File: src/design/cwpn_pkg.sv
// Package for the complex weight pair normalizer: widths, payload structs
// and the per-stage item carried along the divider cell row. No dependencies.
package cwpn_pkg;

  localparam int FRAC_BITS = 24;
  localparam int WW        = 32;               // weight part width
  localparam int PW        = 2 * WW;           // product / magnitude width
  localparam int QB        = WW + 2;           // quotient bits incl. round bit
  localparam int LANES     = 4;
  localparam int XW        = PW + FRAC_BITS + 1;
  localparam logic [WW-1:0] ONE_FX = WW'(1) << FRAC_BITS;
  localparam logic [WW-1:0] POS_MAX = {1'b0, {(WW-1){1'b1}}};
  localparam logic [WW-1:0] NEG_MAX = {1'b1, {(WW-1){1'b0}}};

  typedef struct packed {
    logic signed [WW-1:0] first_real;
    logic signed [WW-1:0] first_imag;
    logic signed [WW-1:0] second_real;
    logic signed [WW-1:0] second_imag;
  } in_t;

  typedef struct packed {
    logic signed [WW-1:0] norm_first_real;
    logic signed [WW-1:0] norm_first_imag;
    logic signed [WW-1:0] norm_second_real;
    logic signed [WW-1:0] norm_second_imag;
    logic signed [WW-1:0] coef_real;
    logic signed [WW-1:0] coef_imag;
    logic                 saturated;
  } out_t;

  // One quotient lane: sign, partial remainder, dividend bits still to
  // shift in, quotient bits so far, and the early overflow flag.
  typedef struct packed {
    logic          neg;
    logic          ovf;
    logic [PW-1:0] rem;
    logic [QB-1:0] low;
    logic [QB-1:0] quo;
  } div_lane_t;

  typedef struct packed {
    logic [PW-1:0]        den;
    logic                 nz;
    logic [WW-1:0]        cr;
    logic [WW-1:0]        ci;
    div_lane_t [LANES-1:0] lane;
  } div_item_t;

endpackage

File: src/design/cwpn_div_cell.sv
// One restoring-division cell: produces one quotient bit per lane and
// hands the item to the next cell. Depends on cwpn_pkg.
module cwpn_div_cell (
  input  logic                clk,
  input  logic                rst_n,
  input  logic                en,
  input  logic                vld_i,
  input  cwpn_pkg::div_item_t item_i,
  output logic                vld_o,
  output cwpn_pkg::div_item_t item_o
);
  import cwpn_pkg::*;

  logic      vld_r;
  div_item_t item_r, item_nxt;
  logic [PW:0] shifted [LANES];
  logic [PW:0] trial   [LANES];

  always_comb begin
    item_nxt = item_i;
    for (int l = 0; l < LANES; l++) begin
      shifted[l] = {item_i.lane[l].rem, item_i.lane[l].low[QB-1]};
      trial[l]   = shifted[l] - {1'b0, item_i.den};
      item_nxt.lane[l].low = {item_i.lane[l].low[QB-2:0], 1'b0};
      if (!trial[l][PW]) begin
        item_nxt.lane[l].rem = trial[l][PW-1:0];
        item_nxt.lane[l].quo = {item_i.lane[l].quo[QB-2:0], 1'b1};
      end else begin
        item_nxt.lane[l].rem = shifted[l][PW-1:0];
        item_nxt.lane[l].quo = {item_i.lane[l].quo[QB-2:0], 1'b0};
      end
    end
  end

  always_ff @(posedge clk) begin
    if (!rst_n) begin
      vld_r <= 1'b0;
    end else if (en) begin
      vld_r <= vld_i;
    end
  end

  always_ff @(posedge clk) begin
    if (en) begin
      item_r <= item_nxt;
    end
  end

  assign vld_o  = vld_r;
  assign item_o = item_r;

endmodule

File: config.mk
export PLATFORM = sky130hd
export DESIGN_NAME = cwpn_div_cell
export DESIGN_NICKNAME = d
export VERILOG_FILES = /design/src/design/cwpn_pkg.sv /design/src/design/cwpn_div_cell.sv
export SDC_FILE = /design/constraint.sdc
export NUM_CORES = 1
export LEC_CHECK = 0
export BUFFER_PORTS_ARGS = -buffer_cell sky130_fd_sc_hd__buf_2
export CORE_AREA = 4 4 514 516
export DETAILED_ROUTE_END_ITERATION = 7
export DIE_AREA = 0 0 518 520
export SLEW_MARGIN = 15
export SYNTH_ARGS = -nofsm -noshare
export SYNTH_HDL_FRONTEND = slang
export SYNTH_SLANG_ARGS = --single-unit
File: constraint.sdc
create_clock -name clk -period 6.67 [get_ports clk]
set_input_delay 1.6675 -clock clk [delete_from_list [all_inputs] [get_ports clk]]
set_output_delay 1.6675 -clock clk [all_outputs]
set_load 0.005 [all_outputs]
==> results.md <==
* Clk sinks at 662
* Worst Setup SP: item_i[201]
* Initial antenna violation count at 200
* Num rows at 187
* First-pass GRT wire length at 341000 um
* WHS Endpoint: vld_o
* Post-layout net count at between 5k and 6k
* CP required at about 7100 ps
* Area contributors post-synth: edfxtp_1, ha_1, a21oi_1
* Worst EP arrival at slightly above 6000 ps
* Via density at 4.23
* HP Start: vld_o
* Fin Clk Skew at 0 ps
* Critical path fanouts, max at 33
* Die height at 520 um
* GR Layer Usage met3 at 0.0466
* Post-synth ARST share at 0
* Placed cell count at 8082
* DR DRC count at 0
* Largest net degree at the start of global routing at 129
* Worst slew pin tran at between 1000 and 1500 ps
* Leading area contributor after synthesis: edfxtp_1
* Slowest stage cell, crit path: fa_1
* Reg2Reg Setup Slack at 6070 ps
* DR pass1 iterations at 7
* Syn Inst Count at 3304
* CTS Buf Count at 93
* CTS root buffer: clkbuf_16
* Bufs and invs on worst path at 8
* CP top delay family: compound AO/OA/AOI/OAI gates
* Hold path depth at 2
* Post-synth top area share at 0.518
* Max incr delay on CP at between 300 and 400 ps
* Dpl hpwl at between 200000 and 250000 um
* Main combinational cell family by area after synthesis: compound AO/OA/AOI/OAI gates
* Startpoint Class: input pin
* Commonest non-fill, non-tap cell in the layout: buf_2
* Post-synth top flop: edfxtp_1
* RSZ-0062 raised after global routing: no
* Max VDD drop at a little over 0.0002 V
* # hold bufs at CTS at 0
* Io pins at 1335
* Post-CTS sizing at 0
* Max-slew violations at 0
* Compound-Gate Fraction of Synth Area at 0.147
* Grt met1 use at 0.196
* R2r endpoint: vld_o
* Max Cap Viol at 0
* TritonCTS clock tree: built
* Status: complete, no violations
* R2r startpoint: vld_o
* Tcrit/Tclk final at 0.855
* Post-synthesis adder-cell area fraction at 0.0857
* Clk slew on worst S/H paths at roughly 60 ps
* Initial core utilization at 0.148
* Seq/Total Area, Yosys at 0.519
* Post-Route WL at 269000 um
* Most frequent cells in the layout: buf_2, edfxtp_1, a21oi_1
* Crit Path Category: in -> reg
* Post-synth EDFFs at 661
* RD Place Congestion at 0.920
* F_max at approximately 180 MHz
* Share of layout cells above drive strength 1 at 0.378
* GRT Residual Overflow at 0
* Most numerous cell on the critical path: buf_4
* R2R cell count at 2
* GR peak layer: met2
* Fin. Hold Viols at 0
* Power per standard cell area at 273 mW/mm^2
* Yosys cell types at 91
* Crit-path cells: buf_2 -> inv_1 -> ha_1 -> fa_1 -> nand2b_1 -> a211oi_2 -> buf_4 -> o21ai_1 -> buf_4 -> a2111oi_4 -> o211ai_2 -> buf_12 -> a31oi_2 -> buf_4 -> a311o_2 -> nand3_1 -> o21ai_1 -> buf_4 -> xor2_4 -> buf_12 -> mux2_1
* Crit path capture type: register
* Vias at 35.1k
* Area Growth Syn to Fin at 39.8%
* Initial DRC Count at 2707
* Met2 Resource Use GR at 0.365
* Warnings from Yosys at 0
* Mapped Area at about 0.038 mm^2
* Multiplexer area fraction after synthesis at 0.0735
* Total Neg Setup Slack at 0 ps
* CTS HTree Levels at 3
* Post-CTS Setup Repair Bufs at 0
* Endpoints failing setup at 0
* Vias in the first global route at roughly 35k
* Max-slew headroom at 0.259
* Core Area at about 0.26 mm^2
* Worst skew pair latency at 680 ps
* Die width at approximately 520 um
* Hold WC Path Type: reg -> reg
* Syn avg cell area at between 10 and 15 um^2
* Fin crit period at roughly 5700 ps
* GR Util All Layers at 0.190
* ANT nets after route at 0
* Lkg Pwr at 0.0224 uW
* Synth Area in Simple Gates at 0.0899
* Max Buffers Root-to-Sink at 3
* Wire per inst at approximately 32 um
* Port-buffer cells at 1326
* Cell Count, Final, Fillers Out at 8300
* Stages on worst setup path at 21
* Post-synthesis xor/xnor area fraction at 0.0544
* Register bit count reported by yosys at 662
* Die area at approximately 0.27 mm^2
[worst max-delay path by stage]
| stage | to |
|---|---|
| after global placement | item_o[359] |
| after CTS | item_o[397] |
| after global routing | item_o[129] |
| final | item_o[247] |
| after detailed placement | item_o[359] |
| after floorplan | item_o[249] |
[sequential cells by signal, indices dropped and copies added, names as in the netlist]
register and count:
item_o 661, vld_o 1
[area by class of cell]
cell class                 count  area [um^2]
multi-input combinational   2362        17300
clock inverter                67          751
fill                       28400       206000
inverter                     134          503
tap                         3402         4260
antenna                       49          123
sequential                   662        19900
clock buffer                 102         2400
timing repair buffer        1522         8320
[cell usage after synthesis (11+ instances only)]
cell type,instances
a211oi_1,15
a21boi_0,18
a21o_1,152
a21oi_1,312
a31oi_1,26
and2_1,11
and3_1,21
buf_2,29
clkbuf_1,103
edfxtp_1,661
ha_1,256
inv_1,134
mux2_1,118
mux2_2,120
mux2i_1,12
nand2_1,241
nand2b_1,24
nand3_1,43
nand4_1,79
nor2_1,179
nor2b_1,23
nor3_1,49
o211ai_1,20
o21a_1,35
o21ai_0,157
o21bai_1,41
or3_1,18
xnor2_1,139
xor2_1,99
[per-stage QoR]
step	cell area (um^2)	worst slack, ps	hold slack (ps)	util	total power [uW]
floorplan	38300	1530	507	-	7140
global placement	50300	190	506	0.194	9460
detailed placement	50300	180	524	0.194	9460
CTS	53400	987	539	0.206	14900
global route	53500	810	592	0.206	15200
finish	53500	967	530	0.207	14600
[layer usage]
metal | share of wire | routed length [um]
met1 | 0.34 | 91500
met2 | 0.54 | 145000
met3 | 0.074 | 20000
met4 | 0.045 | 12200
met5 | 0.0022 | 603
[tightest hold or removal path, stage by stage, from the launching register on]
cell     delay [ps]
dfxtp_1         320
mux2i_1          70
nor2b_1         110
[power by group]
group          switching [uW]  internal, uW  leakage (uW)
sequential                231          5190       0.00648
combinational            2370          1530        0.0144
clock                    2230          3050       0.00151
[logic make-up after synthesis]
group / Yosys count
adder cells (fa/ha/maj): 260
other: 1
multiplexers: 251
AND/OR/NAND/NOR: 724
XOR/XNOR: 238
flip-flops: 662
AO/OA/AOI/OAI: 885
buffers and inverters: 283
Note: power is estimated with default switching activity, not from simulation.
